**src/hdl/esf_pkg.sv**
```systemverilog
`timescale 1ns / 1ps
`default_nettype none
package esf_pkg;

	localparam int FRAMES_PER_PACKET_DEF = 9;
	localparam int STATUS_BYTES_DEF      = 3;
	localparam int CHANNEL_BYTES_DEF     = 24;

	localparam int QUEUE_DEPTH = 4;
	localparam int CFG_INDEX_W = 8;

	localparam logic [7:0] SYNC_FIRST    = 8'hBB;
	localparam logic [7:0] SYNC_SECOND   = 8'hAA;
	localparam logic [7:0] TAG_RESET     = 8'd0;
	localparam logic [7:0] BATTERY_RESET = 8'd100;

	localparam logic [CFG_INDEX_W-1:0] REG_TAG     = CFG_INDEX_W'(0);
	localparam logic [CFG_INDEX_W-1:0] REG_BATTERY = CFG_INDEX_W'(1);

	typedef enum logic [2:0] {
		SLOT_SYNC1,
		SLOT_SYNC2,
		SLOT_DATA,
		SLOT_CSUM,
		SLOT_TAG,
		SLOT_BATTERY,
		SLOT_COUNT
	} slot_t;

	typedef struct packed {
		logic [7:0] data;
		logic [7:0] csum;
		logic [7:0] count;
		logic       has_sync;
		logic       has_trailer;
	} entry_t;

	typedef struct packed {
		logic full;
		logic empty;
	} queue_status_t;

endpackage
`default_nettype wire

```
**src/hdl/esf_front.sv**
```systemverilog
`timescale 1ns / 1ps
`default_nettype none
module esf_front #(
	parameter int FRAMES_PER_PACKET = esf_pkg::FRAMES_PER_PACKET_DEF,
	parameter int STATUS_BYTES      = esf_pkg::STATUS_BYTES_DEF,
	parameter int CHANNEL_BYTES     = esf_pkg::CHANNEL_BYTES_DEF
) (
	input  wire logic                  clk,
	input  wire logic                  arst_n,
	input  wire logic                  in_valid,
	output logic                       in_ready,
	input  wire logic [7:0]            frame_byte,
	input  wire esf_pkg::queue_status_t q_status,
	output logic                       push,
	output esf_pkg::entry_t            push_entry
);
	import esf_pkg::*;

	localparam int FRAME_LEN = STATUS_BYTES + CHANNEL_BYTES;
	localparam int POS_W     = $clog2(FRAME_LEN);
	localparam int FI_W      = $clog2(FRAMES_PER_PACKET + 1);

	localparam logic [POS_W-1:0] STATUS_POS = POS_W'(STATUS_BYTES);
	localparam logic [POS_W-1:0] LAST_POS   = POS_W'(FRAME_LEN - 1);
	localparam logic [FI_W-1:0]  LAST_FRAME = FI_W'(FRAMES_PER_PACKET - 1);

	logic [POS_W-1:0] pos_q;
	logic [FI_W-1:0]  fi_q;
	logic [7:0]       sum_q;
	logic [7:0]       cnt_q;

	logic       accept;
	logic       is_payload;
	logic       frame_end;
	logic       last_frame;
	logic       closes;
	logic [7:0] sum_next;

	assign in_ready   = !q_status.full;
	assign accept     = in_valid && in_ready;
	assign is_payload = ({1'b0, pos_q} >= {1'b0, STATUS_POS});
	assign frame_end  = (pos_q == LAST_POS);
	assign last_frame = (fi_q == LAST_FRAME);
	assign closes     = frame_end && last_frame;
	assign sum_next   = sum_q + frame_byte;

	assign push                   = accept && is_payload;
	assign push_entry.data        = frame_byte;
	assign push_entry.csum        = ~sum_next;
	assign push_entry.count       = cnt_q + 8'd1;
	assign push_entry.has_sync    = (fi_q == '0) && (pos_q == STATUS_POS);
	assign push_entry.has_trailer = closes;

	always_ff @(posedge clk or negedge arst_n) begin
		if (!arst_n) begin
			pos_q <= '0;
			fi_q  <= '0;
			sum_q <= '0;
			cnt_q <= '0;
		end else if (accept) begin
			if (is_payload) begin
				sum_q <= sum_next;
			end
			if (frame_end) begin
				pos_q <= '0;
				if (last_frame) begin
					fi_q  <= '0;
					sum_q <= '0;
				end else begin
					fi_q <= fi_q + FI_W'(1);
				end
			end else begin
				pos_q <= pos_q + POS_W'(1);
			end
			if (closes && is_payload) begin
				cnt_q <= cnt_q + 8'd1;
			end
		end
	end

endmodule
`default_nettype wire

```
**src/hdl/esf_queue.sv**
```systemverilog
`timescale 1ns / 1ps
`default_nettype none
module esf_queue (
	input  wire logic                  clk,
	input  wire logic                  arst_n,
	input  wire logic                  push,
	input  wire esf_pkg::entry_t        push_entry,
	input  wire logic                  pop,
	output esf_pkg::entry_t            head,
	output esf_pkg::queue_status_t     status
);
	import esf_pkg::*;

	localparam int PTR_W = $clog2(QUEUE_DEPTH);
	localparam int CNT_W = $clog2(QUEUE_DEPTH + 1);

	entry_t           mem_q [QUEUE_DEPTH];
	logic [PTR_W-1:0] wr_q;
	logic [PTR_W-1:0] rd_q;
	logic [CNT_W-1:0] cnt_q;

	assign head         = mem_q[rd_q];
	assign status.full  = (cnt_q == CNT_W'(QUEUE_DEPTH));
	assign status.empty = (cnt_q == '0);

	always_ff @(posedge clk) begin
		if (push) begin
			mem_q[wr_q] <= push_entry;
		end
	end

	always_ff @(posedge clk or negedge arst_n) begin
		if (!arst_n) begin
			wr_q  <= '0;
			rd_q  <= '0;
			cnt_q <= '0;
		end else begin
			if (push) begin
				wr_q <= wr_q + PTR_W'(1);
			end
			if (pop) begin
				rd_q <= rd_q + PTR_W'(1);
			end
			if (push && !pop) begin
				cnt_q <= cnt_q + CNT_W'(1);
			end else if (pop && !push) begin
				cnt_q <= cnt_q - CNT_W'(1);
			end
		end
	end

endmodule
`default_nettype wire

```
**src/hdl/esf_back.sv**
```systemverilog
`timescale 1ns / 1ps
`default_nettype none
module esf_back (
	input  wire logic                  clk,
	input  wire logic                  arst_n,
	input  wire esf_pkg::entry_t        head,
	input  wire esf_pkg::queue_status_t q_status,
	output logic                       pop,
	input  wire logic [7:0]            tag_value,
	input  wire logic [7:0]            battery_level,
	output logic                       out_valid,
	input  wire logic                  out_ready,
	output logic [7:0]                 packet_byte,
	output logic                       end_of_packet,
	output logic                       last_of_run
);
	import esf_pkg::*;

	slot_t      step_q;
	logic       started_q;
	logic       out_valid_q;
	logic [7:0] byte_q;
	logic       eop_q;
	logic       last_q;

	slot_t      slot;
	slot_t      last_slot;
	logic       load;
	logic       emit;
	logic       at_last;
	logic [7:0] value;

	always_comb begin
		if (started_q) begin
			slot = step_q;
		end else if (head.has_sync) begin
			slot = SLOT_SYNC1;
		end else begin
			slot = SLOT_DATA;
		end
		last_slot = head.has_trailer ? SLOT_COUNT : SLOT_DATA;
		case (slot)
			SLOT_SYNC1:   value = SYNC_FIRST;
			SLOT_SYNC2:   value = SYNC_SECOND;
			SLOT_DATA:    value = head.data;
			SLOT_CSUM:    value = head.csum;
			SLOT_TAG:     value = tag_value;
			SLOT_BATTERY: value = battery_level;
			SLOT_COUNT:   value = head.count;
			default:      value = head.data;
		endcase
	end

	assign load    = !out_valid_q || out_ready;
	assign emit    = load && !q_status.empty;
	assign at_last = (slot == last_slot);
	assign pop     = emit && at_last;

	assign out_valid     = out_valid_q;
	assign packet_byte   = byte_q;
	assign end_of_packet = eop_q;
	assign last_of_run   = last_q;

	always_ff @(posedge clk or negedge arst_n) begin
		if (!arst_n) begin
			out_valid_q <= 1'b0;
			started_q   <= 1'b0;
			step_q      <= SLOT_SYNC1;
		end else begin
			if (load) begin
				out_valid_q <= emit;
			end
			if (emit) begin
				if (at_last) begin
					started_q <= 1'b0;
				end else begin
					started_q <= 1'b1;
					step_q    <= slot_t'(slot + 3'd1);
				end
			end
		end
	end

	always_ff @(posedge clk) begin
		if (emit) begin
			byte_q <= value;
			eop_q  <= (slot == SLOT_COUNT);
			last_q <= at_last;
		end
	end

endmodule
`default_nettype wire

```
**src/hdl/eeg_sample_packet_framer.sv**
```systemverilog
// Channel   Dir  Handshake               Payload
// in        in   in_valid / in_ready     frame_byte[7:0]
// out       out  out_valid / out_ready   packet_byte[7:0], end_of_packet, last_of_run
// cfg       in   cfg_valid / cfg_ready   cfg_index[7:0], cfg_data[7:0]
//
// One input byte per cycle while the queue has room; status bytes leave no entry.
// The output side emits one byte per cycle while out_ready allows, so a packet
// start expands to 3 output bytes and a packet end to 5; the 4-entry queue absorbs these bursts.
// An accepted byte is written into the queue, then registered at the output before it appears.
// Reset clears counters, sum, queue and output valid; cfg_ready is always high.
`timescale 1ns / 1ps
`default_nettype none
module eeg_sample_packet_framer #(
	parameter int FRAMES_PER_PACKET = esf_pkg::FRAMES_PER_PACKET_DEF,
	parameter int STATUS_BYTES      = esf_pkg::STATUS_BYTES_DEF,
	parameter int CHANNEL_BYTES     = esf_pkg::CHANNEL_BYTES_DEF
) (
	input  wire logic                            clk,
	input  wire logic                            arst_n,
	input  wire logic                            in_valid,
	output logic                                 in_ready,
	input  wire logic [7:0]                      frame_byte,
	output logic                                 out_valid,
	input  wire logic                            out_ready,
	output logic [7:0]                           packet_byte,
	output logic                                 end_of_packet,
	output logic                                 last_of_run,
	input  wire logic                            cfg_valid,
	output logic                                 cfg_ready,
	input  wire logic [esf_pkg::CFG_INDEX_W-1:0] cfg_index,
	input  wire logic [7:0]                      cfg_data
);
	import esf_pkg::*;

	logic [7:0]    tag_q;
	logic [7:0]    battery_q;
	logic          push;
	logic          pop;
	entry_t        push_entry;
	entry_t        head;
	queue_status_t q_status;

	assign cfg_ready = 1'b1;

	always_ff @(posedge clk or negedge arst_n) begin
		if (!arst_n) begin
			tag_q     <= TAG_RESET;
			battery_q <= BATTERY_RESET;
		end else if (cfg_valid) begin
			if (cfg_index == REG_TAG) begin
				tag_q <= cfg_data;
			end else if (cfg_index == REG_BATTERY) begin
				battery_q <= cfg_data;
			end
		end
	end

	esf_front #(
		.FRAMES_PER_PACKET(FRAMES_PER_PACKET),
		.STATUS_BYTES     (STATUS_BYTES),
		.CHANNEL_BYTES    (CHANNEL_BYTES)
	) u_front (
		.clk       (clk),
		.arst_n    (arst_n),
		.in_valid  (in_valid),
		.in_ready  (in_ready),
		.frame_byte(frame_byte),
		.q_status  (q_status),
		.push      (push),
		.push_entry(push_entry)
	);

	esf_queue u_queue (
		.clk       (clk),
		.arst_n    (arst_n),
		.push      (push),
		.push_entry(push_entry),
		.pop       (pop),
		.head      (head),
		.status    (q_status)
	);

	esf_back u_back (
		.clk          (clk),
		.arst_n       (arst_n),
		.head         (head),
		.q_status     (q_status),
		.pop          (pop),
		.tag_value    (tag_q),
		.battery_level(battery_q),
		.out_valid    (out_valid),
		.out_ready    (out_ready),
		.packet_byte  (packet_byte),
		.end_of_packet(end_of_packet),
		.last_of_run  (last_of_run)
	);

endmodule
`default_nettype wire

```
**config.mk**
```make
export PLATFORM = sky130hd
export DESIGN_NAME = eeg_sample_packet_framer
export DESIGN_NICKNAME = d
export VERILOG_FILES = /design/src/hdl/esf_pkg.sv /design/src/hdl/esf_front.sv /design/src/hdl/esf_queue.sv /design/src/hdl/esf_back.sv /design/src/hdl/eeg_sample_packet_framer.sv
export SDC_FILE = /design/constraint.sdc
export NUM_CORES = 1
export LEC_CHECK = 0
export ABC_AREA = 0
export BUFFER_PORTS_ARGS = -buffer_cell sky130_fd_sc_hd__buf_4
export CAP_MARGIN = 20
export CORE_UTILIZATION = 60
export CTS_CLUSTER_DIAMETER = 40
export CTS_CLUSTER_SIZE = 16
export DETAILED_ROUTE_END_ITERATION = 8
export GPL_ROUTABILITY_DRIVEN = 0
export PLACE_DENSITY = 0.88
export SLEW_MARGIN = 20
export SYNTH_ARGS = -nofsm -noshare
export SYNTH_HDL_FRONTEND = slang
export SYNTH_SLANG_ARGS = --single-unit
```
**constraint.sdc**
```tcl
create_clock -name clk -period 4.5 [get_ports clk]
set_input_delay 0.45 -clock clk [delete_from_list [all_inputs] [get_ports clk]]
set_output_delay 0.45 -clock clk [all_outputs]
set_load 0.005 [all_outputs]
```
# Word level (Yosys, flattened, before mapping)
# Memory sizes are Yosys's and may differ from the RTL's.
# Index checks and enable logic that the tools add are counted.
word_totals:
  regBits: 63
  ramBits: 104
  input_bits: 29
  elab_cells: 79
  memories: 1
op_classes:
  n_addsub: 9
  magnitude_cmp: 1
  n_eq_ne: 11
  mux: 14
  bitwise_logic: 3
  reduce_logical: 25
memory_table:
  columns: ["name", "words", "width", "rd", "rd_ports_with_merged_regs", "wr", "line", "source"]
  rows:
  - ["u_queue.mem_q", 4, 26, 1, 0, 1, "esf_queue.sv:17", "entry_t mem_q [QUEUE_DEPTH];"]
op_table:
  columns: ["cell", "n"]
  rows:
  - ["one-hot mux 8 bit (6 select lines)", 1]
  - ["two-way mux 8 bit", 3]
  - ["equality test 3 bit (second input constant)", 4]
  - ["two-way mux 3 bit", 4]
  - ["logical AND 1 bit", 9]
  - ["adder 8 x 1 -> 8 bit (second input constant)", 1]
  - ["adder 8 bit", 1]
  - ["equality test 8 x 1 -> 1 bit (second input constant)", 1]
  - ["logical NOT 8 bit", 1]
  - ["NOT 8 bit", 1]
  - ["AND reduction 2 bit", 4]
  - ["adder 3 x 1 -> 3 bit (second input constant)", 2]
  - ["logical NOT 3 bit", 2]
  - ["adder 5 x 1 -> 5 bit (second input constant)", 1]
  - ["equality test 5 x 2 -> 1 bit (second input constant)", 1]
  - ["equality test 5 bit (second input constant)", 1]
  - ["greater-or-equal comparator 5 x 2 -> 1 bit (second input constant)", 1]
  - ["logical NOT 1 bit", 5]
  - ["two-way mux 5 bit", 1]
  - ["adder 2 x 1 -> 2 bit (second input constant)", 2]
  - ["adder 4 x 1 -> 4 bit (second input constant)", 1]
  - ["equality test 4 bit (second input constant)", 1]
  - ["logical NOT 4 bit", 1]
  - ["two-way mux 4 bit", 1]
  - ["other kinds (10)", 13]

# Depth between registers and ports, before layout
# Gate-level depths: netlist of the first run.
depth:
  depth_word: 8
  depth_mapped: 14
  mapped_depth_nobuf: 13

# By module
# Synthesis of the first run repeated with hierarchy kept, for this count alone.
unflattened:
  cells_unflattened: 477
  area_unflattened_um2: 7536.0
modules_own_cells:
  columns: ["mod", "n_inst", "cells_per_inst", "area_each_um2", "seq_area_each_um2"]
  rows:
  - ["esf_queue", 1, 170, 4195.3, 3298.2]
  - ["esf_front", 1, 179, 1692.9, 625.6]
  - ["esf_back", 1, 88, 973.4, 425.4]
  - ["eeg_sample_packet_framer", 1, 40, 674.4, 404.1]

# Worst setup path before layout of the first run
# Ideal clock, no wire load.
synth_path:
  path_type: "register -> register"
  from: "register u_queue.rd_q[0]"
  to: "register u_queue.cnt_q[1]"
  arrival_time_ns: 2.585
  required_ns: 4.375
  setup_slack_ns: 1.790
  path_stages_with_launch: 13
  path_buffers: 1
  cell_sequence: "dfrtp_1 > buf_6 > mux4_2 > inv_1 > mux2_2 > ha_1 > nand2_1 > inv_1 > nand2_1 > ha_1 > inv_1 > fa_1 > mux2_2"
synth_between:
  elab_chain_cells: 8
synth_rtl:
  columns: ["item", "line", "source"]
  rows:
  - ["start, declared", "esf_queue.sv:19", "logic [PTR_W-1:0] rd_q;"]
  - ["start signal, assigned", "esf_queue.sv:42", "rd_q <= rd_q + PTR_W'(1);"]
  - ["memory read (4 x 26 bit) (*)", null, null]
  - ["two-way mux 2 bit", "esf_back.sv:36", "end else if (head.has_sync) begin"]
  - ["two-way mux 3 bit", "esf_back.sv:34", "if (started_q) begin"]
  - ["equality test 3 bit (*)", "esf_back.sv:56", "assign at_last = (slot == last_slot);"]
  - ["via u_back.at_last", "esf_back.sv:30", "logic at_last;"]
  - ["logical AND 1 bit (*)", "esf_back.sv:57", "assign pop = emit && at_last;"]
  - ["logical NOT 1 bit", "esf_queue.sv:44", "if (push && !pop) begin"]
  - ["logical AND 1 bit", "esf_queue.sv:44", null]
  - ["two-way mux 3 bit or nonzero test 2 bit (tied branches)", null, null]
  - ["end signal, assigned", "esf_queue.sv:45", "cnt_q <= cnt_q + CNT_W'(1);"]
  - ["end signal, assigned", "esf_queue.sv:47", "cnt_q <= cnt_q - CNT_W'(1);"]
  - ["end, declared", "esf_queue.sv:20", "logic [CNT_W-1:0] cnt_q;"]
# The timed path passes the listed nets; every way through them passes the cells marked *.
# A chain may end at the register's enable or synchronous reset.

# Worst setup path after layout of the first run
layout_path:
  from: "register u_queue.rd_q[0]"
  to: "register u_queue.cnt_q[2]"
# Same word-level chain as after synthesis.

==> results by group, run 1 <==
Drt
  • ANT nets after route: 0
  • Via count: 4218
  • DRC: 6
  • Initial drt markers: 438
  • Pre-antenna DRT Iters: 6
  • Drt total wl: 15220 µm
  • Wire per inst: 22.81 µm
  • Average vias per placed instance: 6.324

Yosys
  • Asr flop ratio synth: 31.74%
  • YS warnings: 0
  • Seq/Total Area, Yosys: 65.58%
  • Synth Register Bits: 167
  • Most frequent cells after synthesis: edfxtp_1, dfrtp_1, nand2_1, mux4_2
  • Post-synthesis compound-gate area fraction: 4.902%
  • Synth unique cells: 48
  • Synth top area share: 47.23%
  • Top cells by area, synth: edfxtp_1, dfrtp_1, mux4_2
  • Synth Area in Adders: 4.350%
  • Top-count cell post-synth: edfxtp_1
  • Main combinational cell family by area after synthesis: multiplexers
  • Ys flop type: edfxtp_1
  • Synth Area in Simple Gates: 6.853%
  • Cell taking the most area after synthesis: edfxtp_1
  • Syn Inst Count: 459
  • Post-synth EDFFs: 114
  • Post-Synthesis Cell Area: 7248 µm²
  • Area share of xor/xnor cells in the synthesized design: 3.366%
  • Post-synthesis mux area share: 12.48%
  • Avg Cell Area, Syn: 15.79 µm²
  • Syn Nets: 512

Die
  • Die area: 12520 µm²
  • Die width: 111.9 µm
  • Die Y: 111.9 µm
  • Core area: 11610 µm²
  • Row count: 39
  • Starting Density: 62.41%
  • I/O pin count: 42

Timing
  • Setup TNS: 0 ns
  • Slew margin rel.: 45.00%
  • Max Freq: 324.4 MHz
  • Final WS setup: 1.417 ns
  • Final worst-path cycle share: 68.51%
  • Slew Limit Fails: 0
  • Clock skew: 0.009039 ns
  • Hold Violations, Final: 0
  • Final setup vio count: 0
  • Worst-Margin Slew: 0.8250 ns
  • Post-layout min period: 3.083 ns
  • Hold slack: 0.06127 ns
  • Unrepaired setup endpoints after global routing: no

Cells and area
  • Share of cells above drive strength 1: 26.34%
  • Finished Cell Area: 8267 µm²
  • # fillers: 686
  • Area Overhead vs Synth: 14.05%
  • # nets final: 564
  • Ant diodes: 0

Setup path
  • CP required: 4.85 ns
  • Crit-path max FO: 25
  • Worst setup EP type: flop
  • CP startpoint kind: flop
  • Crit path DAT: 3.43 ns
  • Type of the worst setup path: reg -> reg

Clock tree
  • Worst-skew pair later-pin latency: 0.43 ns
  • Post-CTS Setup Inserts: 0
  • CTS HTree Levels: 4
  • Post-CTS Hold Fix Bufs: 0
  • CTS Sinks: 167
  • Root Buffer: clkbuf_16
  • # resized after CTS: 0
  • Clk buf depth: 2
  • CTS tree: done
  • CTS Buf Count: 17
  • Clock transition at the registers of the reported paths: 0.06 ns

Placement
  • Final HPWL DP: 9379 µm
  • Placed cell area: 7700 µm²
  • # port buffers: 40
  • Pre-CTS WS: 1.409 ns

Global route
  • Initial antenna violation count: 0
  • First-pass GRT wire length: 24230 µm
  • Congestion Overflow GR: 0
  • Vias in the first global route: 4499
  • GRT Total Usage: 26.60%
  • Largest net degree at the start of global routing: 54

Flow run
  • Number of max-cap violations: 0

Pwr
  • Tot Pwr: 5613 µW
  • PwrDens: 679.0 nW/µm²
  • Max IR drop VDD: 318.8 µV
  • Pleak: 0.003209 µW

Outcome
  • Outcome: finished with violations
  • Violated checks: design-rule violations

Worst hold path
  • Hold Crit Class: in -> async
logic make-up after synthesis:
group | Yosys count
buf+inv | 38
compound gates | 55
flops | 167
mux | 55
simple gates | 92
fa+ha+maj | 24
xor+xnor | 27
other cells | 1
layout by cell type, fill, tap and decap left out, drive strengths merged, types with 7 or more instances in the layout:
| cell type | netlist | layout |
|---|---|---|
| inv | 23 | 23 |
| mux2 | 23 | 23 |
| a21oi | 11 | 11 |
| nand2 | 29 | 29 |
| clkinv | 0 | 7 |
| buf | 10 | 48 |
| nor2 | 14 | 14 |
| nand4 | 9 | 9 |
| edfxtp | 114 | 114 |
| mux4 | 26 | 26 |
| ha | 22 | 22 |
| nand3 | 7 | 7 |
| clkbuf | 5 | 22 |
| dfrtp | 50 | 50 |
| xor2 | 8 | 8 |
| a22oi | 8 | 8 |
| o21ai | 23 | 23 |
| and2 | 7 | 7 |
| xnor2 | 19 | 19 |
cell type report:
class                   instances  area (µm²)  area share [%]
clock buffers                  22       464.2           5.615
clock inverters                10       102.6           1.241
inverters                      23       86.33           1.044
multi-input cells             254        2320           28.06
flip-flops and latches        167        4755           57.51
well taps                     143       178.9           2.164
repair buffers                 48       360.3           4.359
metrics by stage:
stage               cells  utilization (%)
floorplan             459                -
global placement      635            66.30
detailed placement    635            66.30
CTS                   667            71.18
global route          667            71.18
finish                667            71.18
worst paths after layout:
check / startpoint / end / slack (ns) / cells past startpoint
worst max-delay path: u_queue.rd_q[0]$_DFFE_PN0P_ / u_queue.cnt_q[2]$_DFFE_PN0P_ / 1.42 / 12
worst min-delay path: arst_n / battery_q[3]$_DFFE_PN0P_ / 0.06 / 1
worst max register to register: u_queue.rd_q[0]$_DFFE_PN0P_ / u_queue.cnt_q[2]$_DFFE_PN0P_ / 1.42 / 12
worst min register to register: u_queue.cnt_q[2]$_DFFE_PN0P_ / u_queue.cnt_q[2]$_DFFE_PN0P_ / 0.49 / 1
max in group asynchronous: arst_n / u_queue.rd_q[0]$_DFFE_PN0P_ / 3.90 / 1
min in group clk: out_ready / u_back.out_valid$_DFFE_PN0P_ / 0.22 / 2
registers in the layout, indices dropped and copies added, names as in the netlist:
signal                cells
u_front.cnt_q             8
u_front.sum_q             8
u_queue.rd_q              2
battery_q                 8
u_back.step_q             3
u_back.packet_byte        8
u_front.pos_q             5
u_front.fi_q              4
u_back.last_of_run        1
u_queue.wr_q              2
u_back.started_q          1
u_back.end_of_packet      1
u_queue.mem_q           104
u_back.out_valid          1
tag_q                     8
u_queue.cnt_q             3
layer usage:
| layer | global-route usage [%] | vias up | share of wire [%] |
|---|---|---|---|
| met5 | 0 | - | 0 |
| met4 | 13.42 | 0 | 3.5 |
| met3 | 7.186 | 42 | 7.3 |
| met2 | 43.19 | 211 | 50 |
| met1 | 33.17 | 2142 | 39 |
| li1 | - | 1823 | - |
worst max-delay path, cell delays in order (launching register included):
cell and delay, ns:
dfrtp_2 0.41, buf_4 0.44, mux4_2 0.60, xor2_1 0.16, nand2_1 0.14, inv_1 0.08
nand2_1 0.13, ha_1 0.20, inv_1 0.06, fa_1 0.37, xor2_1 0.15, nor2_1 0.12
xor2_1 0.15
where the power goes:
part | switching [µW] | internal, µW | total [µW]
Combinational | 1040 | 780 | 1820
Sequential | 199 | 2190 | 2390
Clock | 566 | 839 | 1400
Total | 1800 | 3810 | 5610
No activity file was read; power rests on OpenSTA's default activity.
==> run 2, diff against run 1 <==
- CORE_UTILIZATION: 60 -> 55
- PLACE_DENSITY: 0.88 -> 0.85
- clock period: 4.5 -> 2.7 ns (I/O delays scaled with it)
==> run 2 against run 1 <==
The flow now finishes without violations; setup slack got worse by 1.4 ns; sequential power is 66% higher; die area is 8.9% higher; cell count is 5.5% higher; sequential share of layout area down 0.94 points; non-clock buffer count is 9 higher; register-to-register slack worse by 1.4 ns; via count increased by 0.76%; combinational power grew 80%; flip-flop and latch count is the same.
==> results by group, run 2 (same netlist as run 1, synthesis figures left out) <==
Outcome
  • Outcome: complete, no violations (was finished with violations)

Cells and area
  • Ant diodes: 0 (unchanged)
  • Most frequent cells in the layout: edfxtp_1, buf_4, dfrtp_1 (was edfxtp_1, dfrtp_1, buf_4)
  • Share of cells above drive strength 1: 27.63% (was 26.34%)
  • Commonest non-fill, non-tap cell in the layout: edfxtp_1 (unchanged)
  • Storage cell area: 4755 µm² (unchanged)
  • Multi-input gate area: 2345 µm² (was 2320 µm²)
  • Area Overhead vs Synth: 15.95% (was 14.05%)
  • Most flops, register: u_queue.mem_q (unchanged)
  • # fillers: 849 (was 686)
  • Max reg flops: 104 (unchanged)
  • # nets final: 573 (was 564)

Global route
  • Largest net degree at the start of global routing: 54 (unchanged)
  • Initial antenna violation count: 0 (unchanged)
  • GRT Total Usage: 24.27% (was 26.60%)
  • First-pass GRT wire length: 23480 µm (was 24230 µm)
  • Vias in the first global route: 4423 (was 4499)
  • Congestion Overflow GR: 0 (unchanged)

Worst hold path
  • Hold_sp: out_ready
  • Hold Crit Class: in -> reg (was in -> async)

Setup path
  • Crit. Startpoint: u_queue.rd_q[0]$_DFFE_PN0P_ (unchanged)
  • R2R Path Start: u_queue.rd_q[0]$_DFFE_PN0P_ (unchanged)
  • Max incr delay on CP: 0.51 ns (was 0.60 ns)
  • Worst setup EP type: flop (unchanged)
  • Critical-path cell list: mux4_2, inv_1, mux2_2, ha_2, nand2_2, inv_2, nand2_4, ha_4, inv_1, fa_1, mux2_2 (was buf_4, mux4_2, xor2_1, nand2_1, inv_1, nand2_1, ha_1, inv_1, fa_1, xor2_1, nor2_1, xor2_1)
  • Crit path DAT: 2.97 ns (was 3.43 ns)
  • CP required: 3.01 ns (was 4.85 ns)
  • Type of the worst setup path: reg -> reg (unchanged)
  • Crit-path max FO: 4 (was 25)
  • Slowest CP cell: mux4_2 (unchanged)
  • CP startpoint kind: flop (unchanged)

Placement
  • # port buffers: 40 (unchanged)
  • Final HPWL DP: 9368 µm (was 9379 µm)

Clock tree
  • CTS tree: done (unchanged)
  • Clk buf depth: 2 (unchanged)
  • Worst-skew pair later-pin latency: 0.43 ns (about the same)
  • CTS HTree Levels: 4 (unchanged)
  • CTS Sinks: 167 (unchanged)
  • CTS Buf Count: 17 (unchanged)
  • Root Buffer: clkbuf_16 (unchanged)
  • Clock transition at the registers of the reported paths: 0.06 ns (about the same)

Die
  • Die area: 13640 µm² (was 12520 µm²)
  • Row count: 41 (was 39)
  • Die width: 116.8 µm (was 111.9 µm)
  • Starting Density: 56.97% (was 62.41%)
  • Die Y: 116.8 µm (was 111.9 µm)
  • Core area: 12720 µm² (was 11610 µm²)
  • I/O pin count: 42 (unchanged)

Drt
  • Drt total wl: 15390 µm (was 15220 µm)
  • Met3 Wirelength: 843 µm (was 1117 µm)
  • Via count: 4250 (was 4218)
  • Top routing layer in use: met4 (unchanged)
  • ANT nets after route: 0 (unchanged)
  • DRC: 0 (was 6)
  • Met1 WL: 6062 µm (was 6008 µm)
  • Initial drt markers: 359 (was 438)
  • Average vias per placed instance: 6.037 (was 6.324)
  • Routed length on met2: 8069 µm (was 7555 µm)
  • Pre-antenna DRT Iters: 5 (was 6)
  • Wire per inst: 21.86 µm (was 22.81 µm)

Timing
  • Worst-Margin Slew: 0.7149 ns (was 0.8250 ns)
  • Clock skew: 0.007739 ns (was 0.009039 ns)
  • Final setup vio count: 0 (unchanged)
  • Slew margin rel.: 52.34% (was 45.00%)
  • Max Freq: 375.6 MHz (was 324.4 MHz)
  • Slew Limit Fails: 0 (unchanged)
  • Hold slack: 0.04215 ns (was 0.06127 ns)
  • Hold Violations, Final: 0 (unchanged)
  • Post-layout min period: 2.662 ns (was 3.083 ns)
  • Final worst-path cycle share: 98.60% (was 68.51%)

Pwr
  • Max IR drop VDD: 527.6 µV (was 318.8 µV)
  • Tot Pwr: 9430 µW (was 5613 µW)
  • PwrDens: 1122 nW/µm² (was 679.0 nW/µm²)
  • Pleak: 0.003233 µW (was 0.003209 µW)

Flow run
  • Number of max-cap violations: 0 (unchanged)
==> run 2: repair_timing <==
| action | 4_1_cts | 5_1_grt |
|---|---|---|
| hold buffers | 1 | 0 |
| gates resized for setup | 3 | 3 |
| endpoints found under the hold margin | 50 | 0 |
| buffers inserted | 1 | 1 |
| pin swaps | 0 | 1 |
| endpoints found under the setup margin | 2 | 2 |
==> run 2: path summary, 6_finish.rpt <==
kind,endpoint,slack [ns],cells past startpoint
min reg2reg,u_front.cnt_q[7]$_DFFE_PN0P_,0.49,1
max reg2reg,u_queue.cnt_q[1]$_DFFE_PN0P_,0.04,11
max in group asynchronous,u_queue.rd_q[0]$_DFFE_PN0P_,1.75,2
min in group asynchronous,tag_q[5]$_DFFE_PN0P_,0.43,2
min,u_back.out_valid$_DFFE_PN0P_,0.04,2
max,u_queue.cnt_q[1]$_DFFE_PN0P_,0.04,11
==> run 2: report_power, final <==
part	internal, µW	total, µW	switching (µW)
clock	1250	2190	938
combinational	1440	3270	1840
sequential	3640	3970	326
total	6330	9430	3100
==> run 2: metrics by stage <==
| step | cell area (µm²) | utilization [%] | setup slack [ns] | TNS, ns | instances |
|---|---|---|---|---|---|
| 3_3_place_gp | 7834 | 61.58 | 0.07604 | 0 | 670 |
| 3_5_place_dp | 7834 | 61.58 | -0.06672 | -0.09653 | 670 |
| 4_1_cts | 8389 | 65.94 | 0.01011 | 0 | 703 |
| 2_1_floorplan | 7251 | - | 0.01394 | 0 | 459 |
| 6_report | 8404 | 66.06 | 0.03770 | 0 | 704 |
| 5_1_grt | 8404 | 66.06 | -0.01945 | -0.03312 | 704 |
==> run 2: final cells by class <==
class	instances	share of cell area (%)
flip-flops and latches	167	56.57
multi-input cells	254	27.90
repair buffers	57	5.717
clock buffers	21	5.240
well taps	172	2.561
inverters	23	1.027
clock inverters	10	0.9826
==> run 2: critical path, delay by kind of cell (launching register included) <==
| kind | cells | cell delay, ns |
|---|---|---|
| buffers and inverters | 3 | 0.24 |
| AND/OR/NAND/NOR | 2 | 0.16 |
| flip-flops | 1 | 0.39 |
| adder cells (fa/ha/maj) | 3 | 0.80 |
| multiplexers | 3 | 0.96 |
==> run 2: layer usage <==
metal  GRT usage (%)  vias to the layer above
li1                -                     1853
met1           29.40                     2161
met5               0                        -
met4           11.14                        0
met3           5.046                       36
met2           42.13                      200
==> run 3, diff against run 2 <==
- HOLD_SLACK_MARGIN: default -> 0.03
- REMOVE_ABC_BUFFERS: default -> 1
- SKIP_CTS_REPAIR_TIMING: default -> 1
==> run 3 against run 2 <==
Flip-flop and latch count unchanged; combinational power fell by 1%; non-clock buffer count rose by 1; sequential share of layout area down 1.0 points; largest cell class unchanged; critical endpoint is now u_queue.cnt_q[2]$_DFFE_PN0P_; clock-buffer cell count down 2; utilization grew 1.2 points; largest power group unchanged; worst hold slack gained 0.0084 ns.
==> results by group, run 3 (same netlist as run 1, synthesis figures left out) <==
Die
  • Die Y: 116.8 µm (unchanged)
  • Starting Density: 56.97% (unchanged)
  • Core area: 12720 µm² (unchanged)
  • Row count: 41 (unchanged)
  • Die area: 13640 µm² (unchanged)
  • Die width: 116.8 µm (unchanged)
  • I/O pin count: 42 (unchanged)

Cells and area
  • Most frequent cells in the layout: edfxtp_1, buf_4, dfrtp_1 (unchanged)
  • Post-route insts no fill: 706 (was 704)
  • Share of cells above drive strength 1: 29.03% (was 27.63%)
  • Commonest non-fill, non-tap cell in the layout: edfxtp_1 (unchanged)
  • Area Overhead vs Synth: 18.11% (was 15.95%)
  • Most flops, register: u_queue.mem_q (unchanged)
  • Finished Cell Area: 8561 µm² (was 8404 µm²)
  • # nets final: 574 (was 573)
  • Ant diodes: 0 (unchanged)
  • Max reg flops: 104 (unchanged)
  • Final core occ: 67.29% (was 66.06%)

Worst hold path
  • Hold Crit Class: in -> reg (unchanged)

Drt
  • Average vias per placed instance: 5.919 (was 6.037)
  • Drt total wl: 14570 µm (was 15390 µm)
  • ANT nets after route: 0 (unchanged)
  • Initial drt markers: 406 (was 359)
  • Wire per inst: 20.64 µm (was 21.86 µm)
  • Pre-antenna DRT Iters: 5 (unchanged)
  • Via count: 4179 (was 4250)
  • DRC: 0 (unchanged)

Setup path
  • Crit path buffers/inverters: 3 (unchanged)
  • Type of the worst setup path: reg -> reg (unchanged)
  • Crit path DAT: 2.90 ns (was 2.97 ns)
  • CP startpoint kind: flop (unchanged)
  • Slowest CP cell: dfrtp_2 (was mux4_2)
  • Worst setup EP type: flop (unchanged)
  • Crit-path leading delay family: adder cells (was multiplexers)
  • Critical-path cell list: mux4_2, inv_1, mux2_2, ha_4, nand2_4, inv_2, nand2_2, ha_4, inv_1, fa_1, xor2_1, nor2_1, xor2_1 (was mux4_2, inv_1, mux2_2, ha_2, nand2_2, inv_2, nand2_4, ha_4, inv_1, fa_1, mux2_2)
  • CP required: 3.05 ns (was 3.01 ns)
  • Crit-path max FO: 4 (unchanged)
  • Max incr delay on CP: 0.42 ns (was 0.51 ns)

Placement
  • Pre-CTS WS: -0.02671 ns (was -0.06672 ns)
  • Inst Count DP: 671 (was 670)
  • Placed cell area: 7839 µm² (was 7834 µm²)
  • Final HPWL DP: 9406 µm (was 9368 µm)
  • # port buffers: 40 (unchanged)

Clock tree
  • CTS Buf Count: 17 (unchanged)
  • Clock transition at the registers of the reported paths: 0.06 ns (about the same)
  • CTS Sinks: 167 (unchanged)
  • CTS HTree Levels: 4 (unchanged)
  • CTS tree: done (unchanged)
  • Root Buffer: clkbuf_16 (unchanged)
  • Clk buf depth: 2 (unchanged)
  • Worst-skew pair later-pin latency: 0.43 ns (about the same)

Timing
  • Worst-Margin Slew: 0.7464 ns (was 0.7149 ns)
  • Final WS setup: 0.1445 ns (was 0.03770 ns)
  • Slew Limit Fails: 0 (unchanged)
  • Post-layout min period: 2.556 ns (was 2.662 ns)
  • Final setup vio count: 0 (unchanged)
  • Unrepaired setup endpoints after global routing: no
  • Final worst-path cycle share: 94.65% (was 98.60%)
  • Clock skew: 0.007187 ns (was 0.007739 ns)
  • Slew margin rel.: 50.24% (was 52.34%)
  • Hold Violations, Final: 0 (unchanged)
  • Max Freq: 391.3 MHz (was 375.6 MHz)

Flow run
  • Number of max-cap violations: 0 (unchanged)

Pwr
  • PwrDens: 1155 nW/µm² (was 1122 nW/µm²)
  • Tot Pwr: 9884 µW (was 9430 µW)
  • Pleak: 0.003304 µW (was 0.003233 µW)
  • Max IR drop VDD: 573.3 µV (was 527.6 µV)

Global route
  • Largest net degree at the start of global routing: 54 (unchanged)
  • First-pass GRT wire length: 22620 µm (was 23480 µm)
  • GRT Total Usage: 23.25% (was 24.27%)
  • Congestion Overflow GR: 0 (unchanged)
  • Vias in the first global route: 4297 (was 4423)
  • Initial antenna violation count: 0 (unchanged)

Outcome
  • Outcome: complete, no violations (unchanged)
run 3: report_power, final:
group | internal, µW | leakage [µW] | switching (µW)
clock network | 1680 | 0.000311 | 1010
registers | 3640 | 0.00170 | 320
logic | 1460 | 0.00129 | 1780
total | 6780 | 0.00330 | 3110
run 3: final timing paths:
path	start	to	slack [ns]	cells past startpoint
min	out_ready	u_back.out_valid$_DFFE_PN0P_	0.05	2
max	u_queue.rd_q[0]$_DFFE_PN0P_	u_queue.cnt_q[2]$_DFFE_PN0P_	0.14	13
max in group asynchronous	arst_n	u_queue.rd_q[0]$_DFFE_PN0P_	1.72	2
min in group asynchronous	arst_n	u_queue.cnt_q[0]$_DFFE_PN0P_	0.44	2
min reg2reg	u_queue.cnt_q[2]$_DFFE_PN0P_	u_queue.cnt_q[2]$_DFFE_PN0P_	0.49	1
max reg2reg	u_queue.rd_q[0]$_DFFE_PN0P_	u_queue.cnt_q[2]$_DFFE_PN0P_	0.14	13
run 3: final cells by class:
cell class / instances / area, µm²
tap: 172 / 215.2
timing repair buffer: 58 / 488.0
clock buffer: 19 / 442.9
sequential: 167 / 4755
fill: 814 / 4161
inverter: 23 / 86.33
clock inverter: 13 / 216.5
multi-input combinational: 254 / 2357
run 3: layer usage:
metal  track usage, %  wire length, µm  up-vias
met5                0                0        -
met4            9.958              260        0
met3            5.304              824       22
met2            39.88             7623      179
met1            28.55             5861     2127
li1                 -                -     1851
run 3: through the flow:
stage	TNS (ns)	hold slack, ns
5_1_grt	0	0.04344
6_report	0	0.05059
4_1_cts	-0.02861	-0.07011
3_3_place_gp	0	0.3666
2_1_floorplan	-6.839	-0.02559
3_5_place_dp	-0.02671	0.3815
